File: src/rtl/core/hlc_pkg.sv
package hlc_pkg;

  // default number of cores in the table
  localparam int unsigned CoreCountDefault = 8;
  // widths fixed by the item format
  localparam int unsigned CoreIdxW = 4;
  localparam int unsigned AddrW    = 64;
  localparam int unsigned BootMaskW = 8;
  localparam int unsigned CfgIdxW  = 4;
  localparam int unsigned CfgDataW = 64;

  // lifecycle status codes
  typedef enum logic [1:0] {
    StStopped  = 2'd0,
    StStarting = 2'd1,
    StStarted  = 2'd2,
    StInvalid  = 2'd3
  } status_e;

  // operation codes carried in the mode field
  typedef enum logic [1:0] {
    ModeQuery = 2'd0,
    ModeStart = 2'd1,
    ModeStop  = 2'd2,
    ModeIrq   = 2'd3
  } mode_e;

  // configuration register indexes
  localparam logic [CfgIdxW-1:0] CfgParkAddr = CfgIdxW'(0);
  localparam logic [CfgIdxW-1:0] CfgBootMask = CfgIdxW'(1);

  typedef struct packed {
    logic [1:0]          mode;
    logic [CoreIdxW-1:0] core_index;
    logic [AddrW-1:0]    start_address;
    logic [AddrW-1:0]    scratch_value;
  } in_item_t;

  typedef struct packed {
    logic [1:0]       core_status;
    logic             accepted;
    logic             raise_soft_irq;
    logic             clear_soft_irq;
    logic             redirect;
    logic [AddrW-1:0] resume_address;
    logic             resume_supervisor;
    logic             load_scratch;
    logic [AddrW-1:0] resume_scratch;
  } out_item_t;

  // status table write port
  typedef struct packed {
    logic                en;
    logic [CoreIdxW-1:0] core;
    status_e             status;
  } st_wr_t;

  // context table write port
  typedef struct packed {
    logic                en;
    logic [CoreIdxW-1:0] core;
    logic [AddrW-1:0]    addr;
    logic [AddrW-1:0]    scratch;
  } ctx_wr_t;

  // status a core takes after reset or a boot mask reload
  function automatic status_e boot_status(input logic [BootMaskW-1:0] mask,
                                          input logic [CoreIdxW-1:0] core);
    status_e st;
    st = StStopped;
    if (core < CoreIdxW'(BootMaskW) && mask[core[2:0]]) begin
      st = StStarted;
    end
    return st;
  endfunction

endpackage

File: src/rtl/core/hlc_status_store.sv
module hlc_status_store #(
  parameter int unsigned CORE_COUNT = hlc_pkg::CoreCountDefault
) (
  input  logic                               clk_i,
  input  logic                               rst_ni,
  input  logic                               rd_en_i,
  input  logic [hlc_pkg::CoreIdxW-1:0]       rd_core_i,
  input  logic [hlc_pkg::BootMaskW-1:0]      boot_mask_i,
  input  logic                               reload_i,
  input  hlc_pkg::st_wr_t                    wr_i,
  output hlc_pkg::status_e                   rd_status_o
);

  localparam int unsigned IdxW = (CORE_COUNT > 1) ? $clog2(CORE_COUNT) : 1;

  hlc_pkg::status_e          mem_q [CORE_COUNT];
  logic [CORE_COUNT-1:0]     valid_q;
  hlc_pkg::status_e          rd_status_q;

  // entry storage, no reset
  always_ff @(posedge clk_i) begin
    if (wr_i.en) begin
      mem_q[wr_i.core[IdxW-1:0]] <= wr_i.status;
    end
  end

  // registered read, unwritten entries fall back to the boot mask
  always_ff @(posedge clk_i) begin
    if (rd_en_i) begin
      if (valid_q[rd_core_i[IdxW-1:0]]) begin
        rd_status_q <= mem_q[rd_core_i[IdxW-1:0]];
      end else begin
        rd_status_q <= hlc_pkg::boot_status(boot_mask_i, rd_core_i);
      end
    end
  end

  // per-entry valid bits, dropped on a mask reload
  always_ff @(posedge clk_i or negedge rst_ni) begin
    if (!rst_ni) begin
      valid_q <= '0;
    end else if (reload_i) begin
      valid_q <= '0;
    end else if (wr_i.en) begin
      valid_q[wr_i.core[IdxW-1:0]] <= 1'b1;
    end
  end

  assign rd_status_o = rd_status_q;

endmodule

File: src/rtl/core/hlc_context_store.sv
module hlc_context_store #(
  parameter int unsigned CORE_COUNT = hlc_pkg::CoreCountDefault
) (
  input  logic                          clk_i,
  input  logic                          rd_en_i,
  input  logic [hlc_pkg::CoreIdxW-1:0]  rd_core_i,
  input  hlc_pkg::ctx_wr_t              wr_i,
  output logic [hlc_pkg::AddrW-1:0]     rd_addr_o,
  output logic [hlc_pkg::AddrW-1:0]     rd_scratch_o
);

  localparam int unsigned IdxW = (CORE_COUNT > 1) ? $clog2(CORE_COUNT) : 1;
  localparam int unsigned EntW = 2 * hlc_pkg::AddrW;

  logic [EntW-1:0] mem_q [CORE_COUNT];
  logic [EntW-1:0] rd_q;

  // start address and scratch word, one entry per core
  always_ff @(posedge clk_i) begin
    if (wr_i.en) begin
      mem_q[wr_i.core[IdxW-1:0]] <= {wr_i.addr, wr_i.scratch};
    end
  end

  // registered read port
  always_ff @(posedge clk_i) begin
    if (rd_en_i) begin
      rd_q <= mem_q[rd_core_i[IdxW-1:0]];
    end
  end

  assign rd_addr_o    = rd_q[EntW-1:hlc_pkg::AddrW];
  assign rd_scratch_o = rd_q[hlc_pkg::AddrW-1:0];

endmodule

File: src/rtl/core/hart_lifecycle_controller.sv
// channel | direction | handshake                  | payload
// in      | input     | in_valid_i / in_ready_o    | in_item_i (hlc_pkg::in_item_t)
// out     | output    | out_valid_o / out_ready_i  | out_item_o (hlc_pkg::out_item_t)
// cfg     | input     | cfg_valid_i / cfg_ready_o  | cfg_index_i, cfg_data_i
//
// an item is handled in steps: the accept edge reads both tables, then the exec
// step writes back and loads the output register
// reset brings park address 0, boot mask 1 and all cores per the mask
// a waiting result stalls the write-back step; the next item can be accepted
// while a result waits, and cfg writes are always taken
module hart_lifecycle_controller #(
  parameter int unsigned CORE_COUNT = hlc_pkg::CoreCountDefault
) (
  input  logic                           clk_i,
  input  logic                           rst_ni,
  input  logic                           in_valid_i,
  output logic                           in_ready_o,
  input  hlc_pkg::in_item_t              in_item_i,
  output logic                           out_valid_o,
  input  logic                           out_ready_i,
  output hlc_pkg::out_item_t             out_item_o,
  input  logic                           cfg_valid_i,
  output logic                           cfg_ready_o,
  input  logic [hlc_pkg::CfgIdxW-1:0]    cfg_index_i,
  input  logic [hlc_pkg::CfgDataW-1:0]   cfg_data_i
);

  localparam logic StateIdle = 1'b0;
  localparam logic StateExec = 1'b1;

  logic                           state_q, state_d;
  logic                           out_valid_q;
  hlc_pkg::out_item_t             out_q, out_d;
  hlc_pkg::in_item_t              item_q;
  logic [hlc_pkg::AddrW-1:0]      park_q;
  logic [hlc_pkg::BootMaskW-1:0]  mask_q;

  logic                           in_fire, out_fire, cfg_fire, exec_fire;
  logic                           rd_in_range, ex_in_range;
  hlc_pkg::status_e               rd_status, new_status;
  logic [hlc_pkg::AddrW-1:0]      ctx_addr, ctx_scratch;
  hlc_pkg::st_wr_t                st_wr;
  hlc_pkg::ctx_wr_t               ctx_wr;

  assign in_fire   = in_valid_i && in_ready_o;
  assign out_fire  = out_valid_q && out_ready_i;
  assign cfg_fire  = cfg_valid_i && cfg_ready_o;
  assign exec_fire = (state_q == StateExec) && (!out_valid_q || out_ready_i);

  assign in_ready_o  = (state_q == StateIdle);
  assign cfg_ready_o = 1'b1;

  assign rd_in_range = {1'b0, in_item_i.core_index} < (hlc_pkg::CoreIdxW + 1)'(CORE_COUNT);
  assign ex_in_range = {1'b0, item_q.core_index} < (hlc_pkg::CoreIdxW + 1)'(CORE_COUNT);

  // table instances
  hlc_status_store #(
    .CORE_COUNT (CORE_COUNT)
  ) u_status (
    .clk_i       (clk_i),
    .rst_ni      (rst_ni),
    .rd_en_i     (in_fire && rd_in_range),
    .rd_core_i   (in_item_i.core_index),
    .boot_mask_i (mask_q),
    .reload_i    (cfg_fire && (cfg_index_i == hlc_pkg::CfgBootMask)),
    .wr_i        (st_wr),
    .rd_status_o (rd_status)
  );

  hlc_context_store #(
    .CORE_COUNT (CORE_COUNT)
  ) u_context (
    .clk_i        (clk_i),
    .rd_en_i      (in_fire && rd_in_range),
    .rd_core_i    (in_item_i.core_index),
    .wr_i         (ctx_wr),
    .rd_addr_o    (ctx_addr),
    .rd_scratch_o (ctx_scratch)
  );

  // operation decode on the read data
  always_comb begin
    out_d      = '0;
    new_status = rd_status;
    if (!ex_in_range) begin
      out_d.core_status = hlc_pkg::StInvalid;
    end else begin
      unique case (item_q.mode)
        hlc_pkg::ModeStart: begin
          if (rd_status == hlc_pkg::StStopped) begin
            new_status           = hlc_pkg::StStarting;
            out_d.raise_soft_irq = 1'b1;
            out_d.accepted       = 1'b1;
          end
        end
        hlc_pkg::ModeStop: begin
          if (rd_status == hlc_pkg::StStarted) begin
            new_status           = hlc_pkg::StStopped;
            out_d.redirect       = 1'b1;
            out_d.resume_address = park_q;
            out_d.accepted       = 1'b1;
          end
        end
        hlc_pkg::ModeIrq: begin
          out_d.clear_soft_irq = 1'b1;
          if (rd_status == hlc_pkg::StStarting) begin
            new_status              = hlc_pkg::StStarted;
            out_d.redirect          = 1'b1;
            out_d.resume_address    = ctx_addr;
            out_d.resume_supervisor = 1'b1;
            out_d.load_scratch      = 1'b1;
            out_d.resume_scratch    = ctx_scratch;
          end
        end
        default: begin
        end
      endcase
      out_d.core_status = new_status;
    end
  end

  // write-back ports
  always_comb begin
    st_wr.en       = exec_fire && ex_in_range && (new_status != rd_status);
    st_wr.core     = item_q.core_index;
    st_wr.status   = new_status;
    ctx_wr.en      = exec_fire && ex_in_range && (item_q.mode == hlc_pkg::ModeStart)
                     && (rd_status == hlc_pkg::StStopped);
    ctx_wr.core    = item_q.core_index;
    ctx_wr.addr    = item_q.start_address;
    ctx_wr.scratch = item_q.scratch_value;
  end

  // sequencer
  always_comb begin
    state_d = state_q;
    unique case (state_q)
      StateIdle: if (in_fire)   state_d = StateExec;
      StateExec: if (exec_fire) state_d = StateIdle;
      default:   state_d = StateIdle;
    endcase
  end

  always_ff @(posedge clk_i or negedge rst_ni) begin
    if (!rst_ni) begin
      state_q     <= StateIdle;
      out_valid_q <= 1'b0;
    end else begin
      state_q <= state_d;
      if (exec_fire) begin
        out_valid_q <= 1'b1;
      end else if (out_fire) begin
        out_valid_q <= 1'b0;
      end
    end
  end

  // item and result registers
  always_ff @(posedge clk_i) begin
    if (in_fire) begin
      item_q <= in_item_i;
    end
    if (exec_fire) begin
      out_q <= out_d;
    end
  end

  // configuration registers
  always_ff @(posedge clk_i or negedge rst_ni) begin
    if (!rst_ni) begin
      park_q <= '0;
      mask_q <= hlc_pkg::BootMaskW'(1);
    end else if (cfg_fire) begin
      if (cfg_index_i == hlc_pkg::CfgParkAddr) begin
        park_q <= cfg_data_i;
      end
      if (cfg_index_i == hlc_pkg::CfgBootMask) begin
        mask_q <= cfg_data_i[hlc_pkg::BootMaskW-1:0];
      end
    end
  end

  assign out_valid_o = out_valid_q;
  assign out_item_o  = out_q;

`ifndef NO_ASSERTIONS
  a_accept_to_exec: assert property (@(posedge clk_i) disable iff (!rst_ni)
    in_fire |=> (state_q == StateExec) && !in_ready_o)
    else $error("accepted item did not enter the exec step");

  a_exec_gives_result: assert property (@(posedge clk_i) disable iff (!rst_ni)
    exec_fire |=> out_valid_o)
    else $error("exec step produced no result");

  a_invalid_quiet: assert property (@(posedge clk_i) disable iff (!rst_ni)
    out_valid_o && (out_item_o.core_status == hlc_pkg::StInvalid) |->
      !out_item_o.accepted && !out_item_o.redirect &&
      !out_item_o.raise_soft_irq && !out_item_o.clear_soft_irq)
    else $error("invalid core produced side effects");

  a_scratch_launch: assert property (@(posedge clk_i) disable iff (!rst_ni)
    out_valid_o && out_item_o.load_scratch |->
      out_item_o.redirect && out_item_o.resume_supervisor &&
      (out_item_o.core_status == hlc_pkg::StStarted))
    else $error("scratch load without a supervisor launch");
`endif

endmodule
File: config.mk
export PLATFORM = sky130hd
export DESIGN_NAME = hart_lifecycle_controller
export DESIGN_NICKNAME = d
export VERILOG_FILES = /design/src/rtl/core/hlc_pkg.sv /design/src/rtl/core/hlc_status_store.sv /design/src/rtl/core/hlc_context_store.sv /design/src/rtl/core/hart_lifecycle_controller.sv
export SDC_FILE = /design/constraint.sdc
export NUM_CORES = 1
export LEC_CHECK = 0
export BUFFER_PORTS_ARGS = -buffer_cell sky130_fd_sc_hd__buf_2
export CAP_MARGIN = 20
export CORE_UTILIZATION = 54
export DETAILED_ROUTE_END_ITERATION = 8
export HOLD_SLACK_MARGIN = 0.02
export PLACE_DENSITY = 0.75
export SLEW_MARGIN = 20
export SYNTH_ARGS = -nofsm -noshare
export SYNTH_HDL_FRONTEND = slang
export SYNTH_SLANG_ARGS = --single-unit
File: constraint.sdc
create_clock -name clk_i -period 12.5 [get_ports clk_i]
set_input_delay 0.625 -clock clk_i [delete_from_list [all_inputs] [get_ports clk_i]]
set_output_delay 0.625 -clock clk_i [all_outputs]
set_load 0.05 [all_outputs]
==> results of run 1 <==
-- kinds of logic after synthesis --
logic type | share of synthesized area
fa+ha+maj | 0.000897
flops | 0.811
other cells | 0.0000672
simple gates | 0.0186
buf+inv | 0.0108
compound gates | 0.0126
mux | 0.146
-- final timing paths --
kind | end | depth (start not counted) | slack [ns] | startpoint
worst min-delay path | ctx_wr[60]$_DFFE_PP_ | 1 | 0.07 | in_item_i[60]
worst max register to register | u_context.mem_q[1][24]$_DFFE_PP_ | 7 | 8.01 | item_q[133]$_DFFE_PP_
max in group asynchronous | park_q[22]$_DFFE_PN0P_ | 3 | 10.86 | rst_ni
worst min register to register | mask_q[0]$_DFFE_PN1P_ | 2 | 0.48 | mask_q[0]$_DFFE_PN1P_
worst max-delay path | u_context.mem_q[1][24]$_DFFE_PP_ | 7 | 8.01 | item_q[133]$_DFFE_PP_
min in group asynchronous | park_q[48]$_DFFE_PN0P_ | 2 | 0.34 | rst_ni
-- sequential cells by signal, summed over array words and instances, names as in the netlist, 2 cells and up --
register	count
u_context.mem_q	1024
out_item_o	135
ctx_wr	132
u_context.rd_q	128
park_q	64
u_status.mem_q	16
mask_q	8
u_status.valid_q	8
item_q	2
u_status.rd_status_o	2
-- power breakdown --
group          internal, uW  switching (uW)
combinational           225             435
sequential             5810             130
clock                  2610            1820
-- through the flow --
stage | std cells | hold slack [ns] | utilization
2_1_floorplan | 2409 | 0.329 | -
3_3_place_gp | 4042 | 0.452 | 0.579
3_5_place_dp | 4042 | 0.457 | 0.579
4_1_cts | 4325 | 0.0209 | 0.628
5_1_grt | 4326 | 0.0274 | 0.628
6_report | 4326 | 0.0675 | 0.628
-- critical path: cells and delay by family (launching register included) --
kind | cells | cell delay (ns)
AND/OR/NAND/NOR | 3 | 1.86
buffers and inverters | 3 | 1.41
adder cells (fa/ha/maj) | 1 | 0.30
flip-flops | 1 | 0.44
-- placed cells by master (no fill, tap or decap), types with 14 or more instances in the layout --
| cell type | instances |
|---|---|
| mux4_2 | 264 |
| nand2_1 | 38 |
| clkinv_2 | 14 |
| edfxtp_1 | 1439 |
| bufinv_16 | 16 |
| clkbuf_1 | 38 |
| buf_2 | 340 |
| buf_4 | 38 |
| a22oi_1 | 64 |
| clkbuf_16 | 155 |
| dfrtp_1 | 81 |
| clkinv_1 | 30 |
| dlygate4sd3_1 | 14 |
| nor2_1 | 69 |
| and2_1 | 64 |
| mux2_2 | 192 |
-- per-layer routing --
layer	part of all wire	wire, um	track usage	vias to the layer above
met5	0	0	0	-
met4	0.024	2790	0.0705	0
li1	-	-	-	10800
met3	0.085	9960	0.0555	170
met1	0.41	48200	0.318	13500
met2	0.48	56500	0.359	1130
-- area by class of cell --
class                   instances  area, um^2  area share
well taps                    1368        1710      0.0267
diodes                          1        2.50   0.0000390
flip-flops and latches       1521       45300       0.706
repair buffers                398        2220      0.0346
inverters                       7        31.3    0.000488
multi-input cells             762       10000       0.157
clock inverters                75         821      0.0128
clock buffers                 194        4040      0.0629
==> results by stage, run 1 <==
Yosys:
- In the synthesized netlist, the number of instances is 2409.
- The number of enable flip-flop cells after synthesis is between 1000 and 1500.
- The register bit count reported by yosys is between 1500 and 2000.
- Ranked by total cell area, the synthesized netlist is headed by edfxtp_1 77%, mux4_2 11%, mux2_2 3.9%.
- Dividing the synthesized area by the synthesized cell count gives approximately 23 um^2.
- The most frequently used cell type in the post-synthesis netlist is edfxtp_1.
- The net count of the mapped netlist is 2620.
- The number of warnings issued by yosys is 0.
- The commonest cells after synthesis are 1439 x edfxtp_1, 264 x mux4_2, 192 x mux2_2, 81 x dfrtp_1, 77 x nor2_1.
- The count of cell types in the netlist is between 40 and 50.
- The async set-reset flop share out of synthesis is 0.0539.
- The main flop type after synthesis is edfxtp_1.
- The sequential area share after synthesis is 0.811.
- The synthesized design spends more area on one cell type than any other, namely edfxtp_1.
- The portion of synthesized cell area occupied by the leading cell type is 0.774.
- The cell area after technology mapping is ~56000 um^2.

CTS:
- The maximum number of buffers from clock root to sink is 3.
- TritonCTS built the clock tree.
- The root buffer cell chosen for the clock tree is clkbuf_16.
- The clock tree synthesis step divided the H-tree into 4 levels.
- After clock tree synthesis, the clock-pin slew on the worst setup and hold paths is 0.06 ns.
- The total number of clock tree sinks is approximately 1500.
- Buffers inserted to repair hold after CTS numbered 14.
- After clock tree synthesis, the repair step resized 0 gates.
- The number of setup buffers added after CTS is 0.
- Counting the buffers created by CTS gives 150.
- The clock latency on the worst-skew pair is 0.74 ns.

Layout:
- The share of layout cells above drive strength 1 is 0.361.
- The total non-filler cell area in the finished layout is 64100 um^2.
- Compared with the post-synthesis result, the final layout area differs by 14.9%.
- The filler cells instantiated in the layout total 6858.
- The number of nets in the finished design is 3051.

Routing:
- The count of antenna-violating nets left after detailed routing is 0.
- The wire length per cell after detailed routing is ~27 um.
- The post-detailed-route via-to-cell ratio is 5.92.
- The first-iteration detailed-routing DRC count is approximately 2500.
- The final wirelength is 117000 um.
- The routed layout has ~26000 vias.
- The remaining routing DRC violations is 0.
- The first-pass iteration count of the detailed router is 5.

Timing:
- The minimum period implied by the final worst setup slack is approximately 4.5 ns.
- The achievable clock frequency is around 220 MHz.
- The worst setup slack after layout is 8.01 ns.
- Dividing the final minimum period by the clock period gives 0.359.
- The count of endpoints failing setup in the final report is 0.
- For the pin with the worst max-slew slack, the measured transition is ~1.1 ns.
- The setup skew after layout is between 0.02 and 0.025 ns.
- The final number of hold-violating endpoints is 0.
- The number of pins exceeding their max-slew limit in the final report came to 0.
- The sum of negative setup slack is 0 ns.
- Setup repair after global routing left no endpoint under its margin.
- The worst pin sits at a relative slew slack of 0.252.

Worst setup path:
- Of all nets on the critical path, the largest fanout is 48.
- STA classifies the critical path startpoint as a flip-flop.
- The data required time of the worst path is around 13 ns.
- The data arrival time of the critical path is between 4 and 5 ns.
- The cell that appears most often on the critical path is buf_4.
- The critical path goes through inv_1, ha_1, nor4b_1, nand4_1, nor3_2, buf_4, buf_4.
- For this design, the slowest cell found on the critical path is nor3_2.
- The endpoint kind of the worst setup timing path is a flip-flop.
- The type of the worst setup path is reg -> reg.
- The delay contributed by the slowest stage of the critical path is around 0.96 ns.

GRT:
- The number of antenna violations at the first check in global routing was 3.
- The total congestion overflow after global routing is 0.
- The largest net degree at the start of global routing is around 140.
- The first global-routing pass estimated ~170000 um of wire.
- The via count of the first global-routing pass was around 27000.
- In the global route stage, overall resource usage came out at 0.228.

Run:
- The count of max-cap constraint violations is 0.

Power and ir drop:
- The maximum resistive drop on vdd is 0.142 mV.
- Power spread over the standard cell area amounts to roughly 170 nW/um^2.
- The total leakage power is roughly 0.021 uW.
- The total power draw is about 11000 uW.

Die:
- The number of primary I/O pins is ~350.
- The number of standard-cell rows in the floorplan is between 100 and 150.
- Measured along the x axis, the die boundary spans about 320 um.
- The placeable core region is roughly 100000 um^2.
- For this configuration, the core starts out at a cell density of 0.546.
- Measured along the y axis, the die boundary spans between 300 and 400 um.
- The floorplan step defined a die boundary enclosing between 100000 and 150000 um^2.

Placement:
- Before CTS, the worst setup slack after placement is 8.10 ns.
- At the end of routability-driven placement, the weighted congestion stood at about 0.78.
- The HPWL after detailed placement is 63600 um.
- The placed instances occupy a cell area of between 50000 and 60000 um^2.
- Port buffering added 344 buffers.

Min path:
- The path class of the tightest hold or removal check is in -> reg.

Outcome:
- The run finished with clean final reports.
No activity file was read; power rests on OpenSTA's default activity.
==> inputs of run 2 (changes only) <==
==> constraint.sdc (replaced) <==
create_clock -name clk_i -period 3.8 [get_ports clk_i]
set_input_delay 0.19 -clock clk_i [delete_from_list [all_inputs] [get_ports clk_i]]
set_output_delay 0.19 -clock clk_i [all_outputs]
set_load 0.05 [all_outputs]
==> run 2 against run 1 <==
  * Clock-buffer cell count rose by 4
  * Utilization increased by 2.2 points
  * Sequential share of layout area shrank 2.4 points
  * Global-route usage increased by 0.37 points
  * Sequential power rose to 3.3 times the previous value
  * Register-to-register slack lost 7.1 ns
  * Final cell count grew 4.7%
  * Non-clock buffer count grew 199
  * Critical path depth decreased by 3
  * Hold slack worse by 0.018 ns
  * Largest power group unchanged
  * Highest routed layer is now met5
  * Design area up 3.5%
==> results by stage, run 2 (same netlist as run 1, synthesis figures left out) <==
Placement:
- The number of cells in the design after placement is roughly 4000.
- Summing all placed instances gives a cell area of ~59000 um^2.
- The wire-length estimate of the detail-placed layout is between 60000 and 70000 um.
- In this run the tool buffered the top-level ports with 344 buffer cells.
- Routability-driven placement finished with a final weighted congestion of around 0.8.

Outcome:
- The flow ran to the end, and the final reports show no timing, DRC or antenna violations.

Timing:
- The ratio of final minimum period to clock period is 0.751.
- The number of pins exceeding their max-slew limit in the final report is 0.
- Adding up every negative setup slack in the final design gives 0 ns.
- The setup skew after layout is between 0.03 and 0.04 ns.
- The max-slew headroom at the worst pin is 0.351.
- Setup violations remaining at the end of the flow were counted as 0.
- The minimum period implied by the final worst setup slack is approximately 2.9 ns.
- The measured slew at the worst slew-check pin is 0.974 ns.
- The achievable clock frequency is 350 MHz.
- The final number of hold-violating endpoints is 0.
- Setup repair after global routing left no endpoint under its margin.

Die:
- The die footprint is ~100000 um^2.
- The initial utilization of the core area, before any placement, comes to 0.546.
- The number of standard-cell rows in the floorplan is 117.
- After floorplanning, the core was sized to cover 102000 um^2.
- The overall die height is approximately 320 um.
- For this design the top-level I/O count stands at approximately 350.
- The floorplan step set the die width to between 300 and 400 um.

Power and ir drop:
- IR analysis of the VDD net gives a maximum drop of approximately 0.42 mV.
- The design draws 36400 uW.
- In this run the static leakage power is 0.0222 uW.
- For this design the ratio of total power to cell area is 548 nW/um^2.

CTS:
- Clock latency on the worst-skew pair, taken at its later pin, is approximately 0.76 ns.
- The cell at the root of the clock tree is clkbuf_16.
- The total clock buffers created by CTS is between 100 and 150.
- The TritonCTS clock tree is built.
- Post-CTS timing repair inserted 0 buffers for setup.
- The number of cells upsized or downsized after cts is 0.
- The total number of clock tree sinks is approximately 1500.
- In this run the number of H-tree levels came out at 4.
- The number of buffers inserted by hold repair at cts is approximately 210.
- Clock-pin slew was measured on the worst setup and hold paths at 0.06 ns.
- No sink is reached through more buffers than the 3 on the longest clock path.

Routing:
- The count of nets left with antenna violations once routing finished came out at 0.
- After detailed routing, the number of remaining DRC violations is 0.
- In this run, the number of DRC markers left after iteration 0 of detailed routing was between 2000 and 2500.
- The final wirelength is ~120000 um.
- The wire length per cell after detailed routing is around 26 um.
- The pre-antenna-repair detailed-routing pass consisted of 5 iterations.
- The via count is between 20000 and 30000.
- The post-detailed-route via-to-cell ratio is about 6.

Layout:
- The area growth from synthesis to layout is 19.0%.
- The number of nets in the finished design is 3249.
- The share of layout cells above drive strength 1 is 0.345.
- The finished cells cover between 60000 and 70000 um^2.
- The count of cells in the finished layout, fillers not included, comes to around 4500.
- The library cell used most frequently in the layout, excluding fill and tap cells, is edfxtp_1.
- At the end of the flow the core is filled with cells to 0.650.
- The flip-flop count of the largest register, all copies and words added is approximately 1000.
- Leaving out fill and tap cells, the most frequent cells in the layout are 1439 x edfxtp_1, 341 x buf_2, 264 x mux4_2, 206 x dlygate4sd3_1, 192 x mux2_2.

Worst setup path:
- The standard cell with the maximum stage delay on the critical path is buf_4.
- The critical path goes through nor4b_4, nand4_1, nor3_4, buf_4.
- The count of buffering cells on the critical path with inverters included is 1.
- STA classifies the critical path endpoint as a flip-flop.
- In this run the worst path has a maximum fanout of 46.
- The critical path's top delay family is simple AND/OR/NAND/NOR gates.
- The reg2reg setup slack is between 0.9 and 1 ns.
- The worst reg-to-reg path cell count is 4.
- STA classifies the critical path startpoint as a flip-flop.
- The data required time of the worst path is between 4 and 5 ns.
- The data arrival time of the critical path is between 3 and 4 ns.
- The type of the worst setup path is reg -> reg.
- The terminus of the critical flop-to-flop path is u_context.mem_q[0][104]$_DFFE_PP_.
- The beginning of the worst register-to-register path is u_status.rd_status_o[1]$_DFFE_PP_.
- The delay contributed by the slowest stage of the critical path is 0.66 ns.

GRT:
- The number of antenna violations at the first check in global routing is 6.
- The first global-routing pass estimated ~170000 um of wire.
- Global routing finished with a remaining overflow of 0.
- The via count of the first global-routing pass is 27700.
- For this run, the total global-route usage over all layers was measured as 0.232.
- The largest net degree at the start of global routing is about 130.

Min path:
- The classification of the worst-slack hold path is in -> async.

Run:
- The count of max-cap constraint violations is 0.
## run 2: changes by cell type in the layout (fill, tap and decap cells not counted), moves of 5 or more
cell | before | now
dlygate4sd3_1 | 14 | 206
clkinv_2 | 14 | 25
clkbuf_8 | 1 | 7
clkbuf_16 | 155 | 150
buf_4 | 38 | 23
clkinv_1 | 30 | 19
buf_12 | 2 | 24
## run 2: report_power, final
| part | leakage (uW) | total (uW) | internal, uW | switching (uW) |
|---|---|---|---|---|
| clock | 0.00236 | 14400 | 8300 | 6130 |
| sequential | 0.0141 | 19600 | 19100 | 464 |
| combinational | 0.00566 | 2400 | 911 | 1490 |
## run 2: cell type report
| cell class | count | area, um^2 |
|---|---|---|
| flip-flops and latches | 1521 | 45300 |
| well taps | 1368 | 1710 |
| inverters | 7 | 31.3 |
| clock buffers | 198 | 3990 |
| clock inverters | 75 | 831 |
| fillers | 6456 | 35800 |
| multi-input cells | 762 | 10100 |
| diodes | 2 | 5.00 |
| repair buffers | 597 | 4470 |
## run 2: stage by stage
step	setup slack (ns)	hold WS, ns
2_1_floorplan	-2.78	-0.106
3_3_place_gp	1.06	0.244
3_5_place_dp	0.965	0.285
4_1_cts	0.953	0.0264
5_1_grt	0.857	0.0569
6_report	0.946	0.0497
## run 2: layer usage
metal / track usage / up-vias / share of wire
li1: - / 11200 / -
met1: 0.312 / 13900 / 0.40
met2: 0.381 / 1247 / 0.50
met3: 0.0520 / 186 / 0.083
met4: 0.0680 / 2 / 0.023
met5: 0 / - / 0.00011
## run 2: worst register-to-register path, cell delays in order (launching register included)
cell	delay [ns]
edfxtp_1	0.61
nor4b_4	0.38
nand4_1	0.43
nor3_4	0.33
buf_4	0.66
## run 2: worst max path at each step
stage | startpoint | to | slack (ns) | cells after the start
6_report | u_status.rd_status_o[1]$_DFFE_PP_ | u_context.mem_q[0][104]$_DFFE_PP_ | 0.95 | 4
5_1_grt | item_q[133]$_DFFE_PP_ | u_context.mem_q[0][117]$_DFFE_PP_ | 0.86 | 6
3_5_place_dp | u_status.rd_status_o[1]$_DFFE_PP_ | u_context.mem_q[0][89]$_DFFE_PP_ | 0.97 | 4
2_1_floorplan | state_q$_DFF_PN0_ | u_context.rd_q[0]$_DFFE_PP_ | -2.78 | 2
3_3_place_gp | item_q[133]$_DFFE_PP_ | u_context.mem_q[1][40]$_DFFE_PP_ | 1.06 | 6
4_1_cts | u_status.rd_status_o[1]$_DFFE_PP_ | u_context.mem_q[0][90]$_DFFE_PP_ | 0.95 | 4
